File: config.mk
export PLATFORM = sky130hd
export DESIGN_NAME = rtp_to_ntp_clock_mapper
export DESIGN_NICKNAME = d
export VERILOG_FILES = /design/src/hdl/rtpm_pkg.sv /design/src/hdl/rtpm_front.sv /design/src/hdl/rtpm_queue.sv /design/src/hdl/rtpm_back.sv /design/src/hdl/rtp_to_ntp_clock_mapper.sv
export SDC_FILE = /design/constraint.sdc
export NUM_CORES = 2
export LEC_CHECK = 0
export ABC_CLOCK_PERIOD_IN_PS = 22100
export BUFFER_PORTS_ARGS = -buffer_cell sky130_fd_sc_hd__clkbuf_2
export CAP_MARGIN = 20
export CORE_UTILIZATION = 23
export CTS_BUF_LIST = sky130_fd_sc_hd__clkbuf_4
export DETAILED_ROUTE_END_ITERATION = 12
export PLACE_DENSITY = 0.34
export SETUP_SLACK_MARGIN = 0.5
export SYNTH_ARGS = -nofsm -noshare
export SYNTH_HDL_FRONTEND = slang
export SYNTH_SLANG_ARGS = --single-unit
export TNS_END_PERCENT = 50
File: constraint.sdc
create_clock -name clk -period 22.1 [get_ports clk]
set_clock_uncertainty 0.1 [all_clocks]
set_input_delay 4.42 -clock clk [delete_from_list [all_inputs] [get_ports clk]]
set_output_delay 4.42 -clock clk [all_outputs]
set_load 0.05 [all_outputs]
File: src/hdl/rtpm_pkg.sv
// Package for the RTP-to-NTP clock mapper: shared types and constants.
// No dependencies.
`default_nettype none
package rtpm_pkg;
  localparam int NtpW = 64;
  localparam int RtpW = 32;
  localparam int SpanRtpW = 31;
  localparam int ProdW = NtpW + RtpW;   // magnitude (<=2^31) times span_ntp
  localparam int QDepth = 2;

  typedef enum logic {
    FUNC_REPORT = 1'b0,
    FUNC_QUERY  = 1'b1
  } func_t;

  typedef enum logic {
    ST_OK    = 1'b0,
    ST_AGAIN = 1'b1
  } status_t;

  // classified work handed from front to back
  typedef struct packed {
    logic            scale;     // needs a division
    logic            neg;       // subtract from anchor
    logic [RtpW-1:0] mag;       // |delta|
    logic [NtpW-1:0] base;      // anchor_ntp at query time
    logic [NtpW-1:0] span_ntp;
    logic [SpanRtpW-1:0] span_rtp;
    logic            status;
  } job_t;

  typedef enum logic [1:0] {
    BK_IDLE,
    BK_MUL,
    BK_DIV,
    BK_OUT
  } bk_state_t;
endpackage
`default_nettype wire

File: src/hdl/rtpm_front.sv
// Front end: accepts words, updates the anchor/slope state and classifies queries.
// Depends on rtpm_pkg.
`default_nettype none
module rtpm_front import rtpm_pkg::*; (
  input  wire logic             clk,
  input  wire logic             rst_n,
  input  wire logic             in_valid,
  output logic                  in_ready,
  input  wire logic             in_func,
  input  wire logic [NtpW-1:0]  in_ntp,
  input  wire logic [RtpW-1:0]  in_rtp,
  output logic                  job_valid,
  output job_t                  job,
  input  wire logic             job_ready
);
  logic            anchor_valid_r, slope_valid_r;
  logic [NtpW-1:0] anchor_ntp_r, span_ntp_r;
  logic [RtpW-1:0] anchor_rtp_r;
  logic [SpanRtpW-1:0] span_rtp_r;
  logic [RtpW-1:0] d_fwd, d_bwd, d_q;
  logic fwd_ok, bwd_ok, take;

  assign in_ready  = job_ready;
  assign job_valid = in_valid;
  assign take      = in_valid && job_ready;
  assign d_fwd = in_rtp - anchor_rtp_r;
  assign d_bwd = anchor_rtp_r - in_rtp;
  assign fwd_ok = d_fwd != '0 && !d_fwd[RtpW-1];
  assign bwd_ok = d_bwd != '0 && !d_bwd[RtpW-1];
  assign d_q = in_rtp - anchor_rtp_r;

  always_comb begin
    job = '0;
    job.status = ST_OK;
    if (func_t'(in_func) == FUNC_REPORT) begin
      if (!anchor_valid_r) job.status = ST_AGAIN;
    end else if (!slope_valid_r || span_rtp_r == '0) begin
      job.status = ST_AGAIN;
    end else begin
      job.scale    = 1'b1;
      job.neg      = d_q[RtpW-1];
      job.mag      = d_q[RtpW-1] ? (RtpW'(0) - d_q) : d_q;  // -2^31 stays 2^31
      job.base     = anchor_ntp_r;
      job.span_ntp = span_ntp_r;
      job.span_rtp = span_rtp_r;
    end
  end

  always_ff @(posedge clk) begin
    if (!rst_n) begin
      anchor_valid_r <= 1'b0;
      slope_valid_r  <= 1'b0;
      anchor_ntp_r   <= '0;
      anchor_rtp_r   <= '0;
      span_ntp_r     <= '0;
      span_rtp_r     <= '0;
    end else if (take && func_t'(in_func) == FUNC_REPORT) begin
      if (!anchor_valid_r) begin
        anchor_valid_r <= 1'b1;
        anchor_ntp_r   <= in_ntp;
        anchor_rtp_r   <= in_rtp;
      end else if (in_ntp > anchor_ntp_r) begin
        if (fwd_ok) begin
          span_ntp_r    <= in_ntp - anchor_ntp_r;
          span_rtp_r    <= d_fwd[SpanRtpW-1:0];
          anchor_ntp_r  <= in_ntp;
          anchor_rtp_r  <= in_rtp;
          slope_valid_r <= 1'b1;
        end
      end else if (in_ntp < anchor_ntp_r) begin
        if (bwd_ok) begin
          span_ntp_r    <= anchor_ntp_r - in_ntp;
          span_rtp_r    <= d_bwd[SpanRtpW-1:0];
          slope_valid_r <= 1'b1;
        end
      end
    end
  end

`ifndef SYNTHESIS
  a_slope_needs_anchor: assert property (@(posedge clk) disable iff (!rst_n)
    slope_valid_r |-> anchor_valid_r) else $error("slope without anchor");
  a_span_nonzero: assert property (@(posedge clk) disable iff (!rst_n)
    slope_valid_r |-> span_rtp_r != '0) else $error("zero span with slope");
  a_scale_ok: assert property (@(posedge clk) disable iff (!rst_n)
    job.scale |-> job.status == ST_OK) else $error("scale job flagged again");
`endif
endmodule
`default_nettype wire

File: src/hdl/rtpm_queue.sv
// Two-entry job queue between front and back ends.
// Depends on rtpm_pkg.
`default_nettype none
module rtpm_queue import rtpm_pkg::*; (
  input  wire logic clk,
  input  wire logic rst_n,
  input  wire logic wr_valid,
  output logic      wr_ready,
  input  job_t      wr_data,
  output logic      rd_valid,
  input  wire logic rd_ready,
  output job_t      rd_data
);
  job_t       mem_r [QDepth];
  logic       wp_r, rp_r;
  logic [1:0] cnt_r;
  logic       wr, rd;

  assign wr_ready = cnt_r != 2'(QDepth);
  assign rd_valid = cnt_r != '0;
  assign rd_data  = mem_r[rp_r];
  assign wr = wr_valid && wr_ready;
  assign rd = rd_valid && rd_ready;

  always_ff @(posedge clk) begin
    if (wr) mem_r[wp_r] <= wr_data;
  end

  always_ff @(posedge clk) begin
    if (!rst_n) begin
      wp_r <= 1'b0; rp_r <= 1'b0; cnt_r <= '0;
    end else begin
      if (wr) wp_r <= ~wp_r;
      if (rd) rp_r <= ~rp_r;
      cnt_r <= cnt_r + 2'(wr) - 2'(rd);
    end
  end

`ifndef SYNTHESIS
  a_cnt_range: assert property (@(posedge clk) disable iff (!rst_n)
    cnt_r <= 2'(QDepth)) else $error("queue overflow");
  a_ptr_match: assert property (@(posedge clk) disable iff (!rst_n)
    (cnt_r == '0 || cnt_r == 2'(QDepth)) |-> wp_r == rp_r) else $error("ptr skew");
  a_empty_no_rd: assert property (@(posedge clk) disable iff (!rst_n)
    cnt_r == '0 |-> !rd) else $error("read while empty");
`endif
endmodule
`default_nettype wire

File: src/hdl/rtpm_back.sv
// Back end: 32x64 multiply in two 32x32 halves, then a radix-2 restoring division
// and the final add or subtract. Holds the result in an output register. Uses rtpm_pkg.
`default_nettype none
module rtpm_back import rtpm_pkg::*; (
  input  wire logic            clk,
  input  wire logic            rst_n,
  input  wire logic            job_valid,
  output logic                 job_ready,
  input  job_t                 job,
  output logic                 out_valid,
  input  wire logic            out_ready,
  output logic                 out_status,
  output logic [NtpW-1:0]      out_ntp
);
  localparam int CntW = $clog2(ProdW + 1);

  bk_state_t state_r, state_nxt;
  job_t      job_r;
  logic      mstep_r;
  logic [ProdW-1:0] prod_r;     // dividend, shifts into quotient
  logic [SpanRtpW:0] rem_r;
  logic [CntW-1:0] cnt_r;
  logic [NtpW-1:0] res_r;
  logic            stat_r;
  logic [SpanRtpW+1:0] trial;
  logic [63:0] pp;

  assign out_valid  = state_r == BK_OUT;
  assign out_status = stat_r;
  assign out_ntp    = res_r;
  assign job_ready  = state_r == BK_IDLE;
  assign trial = {rem_r, prod_r[ProdW-1]} - {2'b0, job_r.span_rtp};
  assign pp = job_r.mag * (mstep_r ? job_r.span_ntp[63:32] : job_r.span_ntp[31:0]);

  always_comb begin
    state_nxt = state_r;
    unique case (state_r)
      BK_IDLE: if (job_valid) state_nxt = job.scale ? BK_MUL : BK_OUT;
      BK_MUL:  if (mstep_r) state_nxt = BK_DIV;
      BK_DIV:  if (cnt_r == CntW'(ProdW - 1)) state_nxt = BK_OUT;
      BK_OUT:  if (out_ready) state_nxt = BK_IDLE;
      default: state_nxt = BK_IDLE;
    endcase
  end

  always_ff @(posedge clk) begin
    if (!rst_n) state_r <= BK_IDLE;
    else        state_r <= state_nxt;
  end

  always_ff @(posedge clk) begin
    unique case (state_r)
      BK_IDLE: begin
        job_r   <= job;
        mstep_r <= 1'b0;
        prod_r  <= '0;
        rem_r   <= '0;
        cnt_r   <= '0;
        res_r   <= '0;
        stat_r  <= job.status;
      end
      BK_MUL: begin
        mstep_r <= 1'b1;
        if (!mstep_r) prod_r <= ProdW'(pp);
        else prod_r <= prod_r + {pp, 32'b0};
      end
      BK_DIV: begin
        cnt_r <= cnt_r + CntW'(1);
        if (!trial[SpanRtpW+1]) begin
          rem_r  <= trial[SpanRtpW:0];
          prod_r <= {prod_r[ProdW-2:0], 1'b1};
        end else begin
          rem_r  <= {rem_r[SpanRtpW-1:0], prod_r[ProdW-1]};
          prod_r <= {prod_r[ProdW-2:0], 1'b0};
        end
        if (cnt_r == CntW'(ProdW - 1)) begin
          if (job_r.neg)
            res_r <= job_r.base - {prod_r[NtpW-2:0], !trial[SpanRtpW+1]};
          else
            res_r <= job_r.base + {prod_r[NtpW-2:0], !trial[SpanRtpW+1]};
        end
      end
      BK_OUT: ;
      default: ;
    endcase
  end

`ifndef SYNTHESIS
  a_rem_lt_div: assert property (@(posedge clk) disable iff (!rst_n)
    state_r == BK_DIV |-> rem_r < {1'b0, job_r.span_rtp}) else $error("remainder");
  a_again_zero: assert property (@(posedge clk) disable iff (!rst_n)
    out_valid && out_status |-> out_ntp == '0) else $error("again with data");
  a_out_hold: assert property (@(posedge clk) disable iff (!rst_n)
    out_valid && !out_ready |=> out_valid && $stable(out_ntp)) else $error("drop");
`endif
endmodule
`default_nettype wire

File: src/hdl/rtp_to_ntp_clock_mapper.sv
// RTP-to-NTP clock mapper top level: front end, job queue, divider back end.
// Depends on rtpm_pkg, rtpm_front, rtpm_queue, rtpm_back.
//
// Usage: one input word per sender report (func 0) or per query (func 1);
// every word yields exactly one result word {status, mapped_ntp}.
// Reports update anchor and slope in the front end the cycle they are taken.
// Queries are classified there and handed through a two-entry queue to the
// back end, which multiplies |delta| by span_ntp in two 32x32 halves, then runs a
// 96-step radix-2 restoring division, one quotient bit per cycle.
// The back end handles one word at a time and sets the throughput; the
// front end keeps taking words until the queue is full.
// Reset (rst_n low, synchronous) clears anchor, slope, queue and back end.
// When the receiver holds out_tready low the result stays in the output
// register, the back end waits, and the queue fills, then in_tready drops.
`default_nettype none
module rtp_to_ntp_clock_mapper import rtpm_pkg::*; (
  input  wire logic         clk,
  input  wire logic         rst_n,
  input  wire logic         in_tvalid,
  output logic              in_tready,
  input  wire logic [95:0]  in_tdata,   // report_ntp[63:0], rtp_stamp[95:64]
  input  wire logic         in_tuser,   // func
  output logic              out_tvalid,
  input  wire logic         out_tready,
  output logic [63:0]       out_tdata,  // mapped_ntp[63:0]
  output logic              out_tuser   // status
);
  logic f_valid, f_ready, q_valid, q_ready;
  job_t f_job, q_job;

  rtpm_front u_front (
    .clk, .rst_n,
    .in_valid(in_tvalid), .in_ready(in_tready), .in_func(in_tuser),
    .in_ntp(in_tdata[63:0]), .in_rtp(in_tdata[95:64]),
    .job_valid(f_valid), .job(f_job), .job_ready(f_ready)
  );

  rtpm_queue u_queue (
    .clk, .rst_n,
    .wr_valid(f_valid), .wr_ready(f_ready), .wr_data(f_job),
    .rd_valid(q_valid), .rd_ready(q_ready), .rd_data(q_job)
  );

  rtpm_back u_back (
    .clk, .rst_n,
    .job_valid(q_valid), .job_ready(q_ready), .job(q_job),
    .out_valid(out_tvalid), .out_ready(out_tready),
    .out_status(out_tuser), .out_ntp(out_tdata)
  );
endmodule
`default_nettype wire
After elaboration in Yosys (flattened, before gate mapping). Memory sizes are Yosys's and may differ from the RTL's. A register that Yosys moved wholly into a read port is not among the register bits. Cells that the tools add are included.

Add/subtract/negate cells: 12. $mul: 1. Order comparisons: 2. Equality and inequality tests: 12. Multiplexer cells: 45. Bitwise operators: 3. Reductions and logical operators: 24.

Operator list (number): 64-bit two-way mux (9); 193-bit two-way mux (2); 96-bit case mux with 3 select lines (1); 32-bit two-way mux (6); 64-bit subtractor (3); 64-bit case mux with 2 select lines (1); 31-bit two-way mux (4); 96-bit adder (1); 96-bit two-way mux (1); 64-bit adder (1); 64-bit > comparator (1); 64-bit < comparator (1); 32-bit by 64-bit multiplier with 64-bit output (1); 32-bit case mux with 2 select lines (1); 32-bit nonzero test (2); 32-bit subtractor (2); 33-bit by 31-bit subtractor with 33-bit output (1); 1-bit by 32-bit subtractor with 32-bit output (first input constant) (1); 31-bit logical NOT (1); 7-bit case mux with 2 select lines (1); 1-bit two-way mux (12); 2-bit two-way mux (5); 2-bit by 1-bit inequality test with 1-bit output (second input constant) (5); 2-bit nonzero test (5); other kinds (19) (31).

Bits in registers: 592. Bits in writable memories: 388. Bits of input ports: 101. Logic and storage cells: 121. Memories kept: 1.

Memory list: u_queue.mem_r (words 2, width 194, read ports 1, clocked after memory_dff 1, wr ports 1, line rtpm_queue.sv:14) `job_t mem_r [QDepth];`.

Logic depth before layout (Yosys ltp).
Depth in word-level cells: 6. Gate-level depth with buffers: 44.

Modules after synthesis. Synthesis repeated with hierarchy kept, for this count alone.

Cell total of the unflattened synthesis: 9707. Area, all modules: 94359.2 um^2.

Modules (own cells, without submodules): rtpm_back (times used 1, cells an instance 6101, area each 58393.5 um^2); rtpm_front (times used 1, cells an instance 2972, area each 21032.7 um^2); rtpm_queue (times used 1, cells an instance 634, area each 14933.1 um^2).

Worst setup path after synthesis. Ideal clock, no wire load.

Path kind: input-to-reg. Start point: in in_tvalid. End point: mem u_queue.mem_r[0][0] (netlist name) (enable). Library setup time: 0.752 ns. Arrival: 12.588 ns. Path slack: 8.659 ns. Stages: 2. Path buffers: 0. Cells stage by stage: nand2_1 -> nor2_1.

Cells in the longest elaborated chain, start to end: 3.

RTL lines: start: declaration (line rtp_to_ntp_clock_mapper.sv:19) `input wire logic in_tvalid,`; 1-bit logical AND (line rtpm_queue.sv:22) `assign wr = wr_valid && wr_ready;`; 1-bit two-way mux (line rtpm_queue.sv:26) `if (wr) mem_r[wp_r] <= wr_data;`; 1-bit two-way mux (implied by the code) (line rtpm_queue.sv:26); end: declaration (line rtpm_queue.sv:14).

No other way between the ends.

Worst setup path in the final report.
Start point: reg u_back.mstep_r. End point: reg u_back.prod_r[94] (data pin).

Cells in the longest elaborated chain, start to end: 5.

RTL lines: start: declaration (line rtpm_back.sv:19) `logic mstep_r;`; start signal: assignment (line rtpm_back.sv:55) `mstep_r <= 1'b0;`; start signal: assignment (line rtpm_back.sv:63) `mstep_r <= 1'b1;`; 32-bit two-way mux (line rtpm_back.sv:33) `assign pp = job_r.mag * (mstep_r ? job_r.span_ntp[63:32] : job_r.span_ntp[31:0]);`; 32-bit by 64-bit multiplier with 64-bit output (line rtpm_back.sv:33); 96-bit adder (line rtpm_back.sv:65) `else prod_r <= prod_r + {pp, 32'b0};`; 96-bit two-way mux * (line rtpm_back.sv:64) `if (!mstep_r) prod_r <= ProdW'(pp);`; 96-bit case mux with 3 select lines * (line rtpm_back.sv:52) `unique case (state_r)`; end signal: assignment (line rtpm_back.sv:64); end signal: assignment (line rtpm_back.sv:65); end signal: assignment (line rtpm_back.sv:71) `prod_r <= {prod_r[ProdW-2:0], 1'b1};`; end: declaration (line rtpm_back.sv:20) `logic [ProdW-1:0] prod_r;`.

Mark *: on every way between the ends. The rest lies on a longest branch, timed or not. A chain may end at the register's enable or synchronous reset.

==> results.ini <==
[run_status]
outcome=finished, final reports clean

[drt]
drtAntennaViolNets=0
drcViolationCount=0
dr.pass1.iters=6
drt_wl_total_microns=363000
wl_per_cell_microns=24.13
drt_iter0_drc=4930
routed_via_density=4.680
vias=70390

[setup_path]
worstPathRequired_ns=22.90
startpoint=u_back.mstep_r
startpoint_type=flop
slowest_stage=a211oi_1
crit_path_frequent_cell=fa_1
arrival_ns=13.18
crit_fanout=42
reg2reg_from=u_back.mstep_r
critical_path_class=reg2reg
critPathMaxStageDelay_ns=0.63
end_kind=flop

[yosys]
synth_cells=9448
seq_area_frac_synth_pct=29.87
netlist_area_sq_mm=0.09193
yosys.area.top_type=edfxtp_1
synth_nets=11080
yosysUniqueCellTypes=95
synth_top_area_share_pct=25.51
yosys_warnings=0
synth_most_common_cell=inv_1
ys_top_cells_by_area=edfxtp_1 (26%), fa_1 (20%), ha_1 (8.5%), inv_1 (4.8%), and2_1 (4.8%)
async_flop_share_pct=0
syn_area_per_cell_sq_um=9.730
post_synth_most_frequent_cells=inv_1 (1183), fa_1 (903), nand2_1 (857)
synthFlopType=edfxtp_1
synth_seq_cells=981
synth_edf_count=781

[cells_and_area]
post_route_cells_drive_above_1_share_pct=10.98
fillers=42670
nets=11170
postLayoutCellArea_sq_mm=0.1024
syn2layout_area_growth_pct=11.38
utilization_pct=25.80

[sta]
timing.final.crit_period_ns=12.38
finalSetupViolCount=0
rsz0062_at_grt=no
final-hold-violation-count=0
drv_slew=0
fin_crit_sh_pct=56.03
tns_ns=0
fmax_mhz=80.76
relSlewSlack_pct=23.84
tightest_slew_ns=1.142

[global_routing]
grt_use_met2_pct=28.27
gr-total-overflow=0
grt_pass1_wl_microns=525200
grt_max_degree=99
track_usage_pct=17.81
met1_usage_pct=25.83
gr-max-usage-layer=met2
antenna_found_initial=67
grt_pass1_vias=73220
gr-usage-met3_pct=2.393

[die]
core_area_sq_mm=0.3968
die-area_sq_mm=0.4022
die_h_microns=634.2
rows=231
ios=168
die_x_microns=634.2
start_util_pct=23.17

[placement]
gp_congestion=0.8775
dp_hpwl_microns=279700
placed_area_sq_mm=0.09838
port_buffers=167

[clocking]
clk_latency_ns=1.21
cts_resized=0
post-cts-setup-buffers=0
h-tree-depth=5
hold_buffers=0
clk_pin_slew_ns=0.06
cts_buffer_depth=4
root_buffer=clkbuf_4
cts_tree=yes
numCtsBuffers=308
cts_sinks=981

[hold_path]
hp-class=reg2reg
hold_start=u_front.span_ntp_r[51]

[job]
timing.max_cap.violations=0

final cells by class:
| type | instances | area (sq um) | share of cell area [%] |
|---|---|---|---|
| diodes | 22 | 55.05 | 0.05377 |
| multi-input cells | 6776 | 58110 | 56.76 |
| inverters | 1184 | 4452 | 4.348 |
| clock buffers | 447 | 3356 | 3.277 |
| repair buffers | 292 | 1797 | 1.755 |
| well taps | 5242 | 6559 | 6.406 |
| clock inverters | 97 | 600.6 | 0.5865 |
| flip-flops and latches | 981 | 27460 | 26.82 |
cells in the final DEF, fill, tap and decap left out, types with 44 or more instances in the layout:
cell type	count
nand3_1	181
edfxtp_1	781
dfxtp_1	199
inv_1	1180
o21a_1	45
nor3_1	87
a21o_1	206
o21bai_1	89
xor2_1	161
xnor2_1	250
and2_1	701
a22oi_1	46
mux2i_1	96
o21ai_0	317
nand2_1	856
nor2_1	521
clkbuf_4	447
nor2b_1	101
nand4_1	79
ha_1	624
a211oi_1	44
mux2_2	227
fa_1	903
buf_4	124
o31ai_1	123
clkbuf_2	166
a21oi_1	554
clkinv_1	61
a31oi_1	59
cell families after synthesis:
| kind of cell | Yosys count | share of synthesized area [%] |
|---|---|---|
| adders and majority gates | 1529 | 28.19 |
| xor gates and xnor gates | 413 | 3.950 |
| buffers and inverters | 1691 | 7.038 |
| DFF | 981 | 29.87 |
| muxes | 324 | 3.842 |
| and+or+nand+nor | 2746 | 14.70 |
| AOI/OAI and AO/OA | 1764 | 12.41 |
critical path: cells and delay by family (launching register included):
| family | cells | cell delay, ns |
|---|---|---|
| xor gates and xnor gates | 2 | 0.77 |
| DFF | 1 | 0.32 |
| muxes | 1 | 0.43 |
| buffers and inverters | 5 | 1.19 |
| adders and majority gates | 10 | 4.79 |
| AOI/OAI and AO/OA | 10 | 2.92 |
| and+or+nand+nor | 8 | 1.46 |
final timing paths:
path	to	slack (ns)	depth (start not counted)
hold reg to reg	u_front.span_ntp_r[51]	0.37	2
setup / recovery	u_back.prod_r[94]	9.72	36
hold / removal	u_front.span_ntp_r[51]	0.37	2
setup reg to reg	u_back.prod_r[94]	9.72	36
per-layer routing:
layer  vias up  wire length [microns]
li1      32150                      -
met1     35960                 176100
met2      1895                 163300
met3       360                  17700
met4        24                   5749
met5         -                    166
stage by stage:
step | instances | hold slack (ns) | setup WS, ns
3_5_place_dp | 14480 | 0.3559 | 9.506
3_3_place_gp | 14470 | 0.3474 | 9.511
6_report | 15040 | 0.3660 | 9.718
2_1_floorplan | 9448 | 0.3317 | 8.659
4_1_cts | 15020 | 0.3713 | 9.476
5_1_grt | 15030 | 0.3934 | 8.999
flip-flops by register name, summed over array words and instances (netlist names), named ones only:
register and count:
u_back.cnt_r 7, u_queue.mem_r 388, u_queue.rp_r 1, u_back.rem_r 32, u_back.out_ntp 64, u_back.out_status 1
u_front.span_rtp_r 31, u_back.prod_r 96, u_front.slope_valid_r 1, u_front.anchor_rtp_r 32, u_front.span_ntp_r 64, u_front.anchor_ntp_r 64
u_back.job_r 192, u_queue.wp_r 1, u_back.state_r 2, u_front.anchor_valid_r 1, u_queue.cnt_r 2, u_back.mstep_r 1
Power is not shown: default switching activity piles up to over one toggle a cycle in this logic, so the estimate is an artifact.
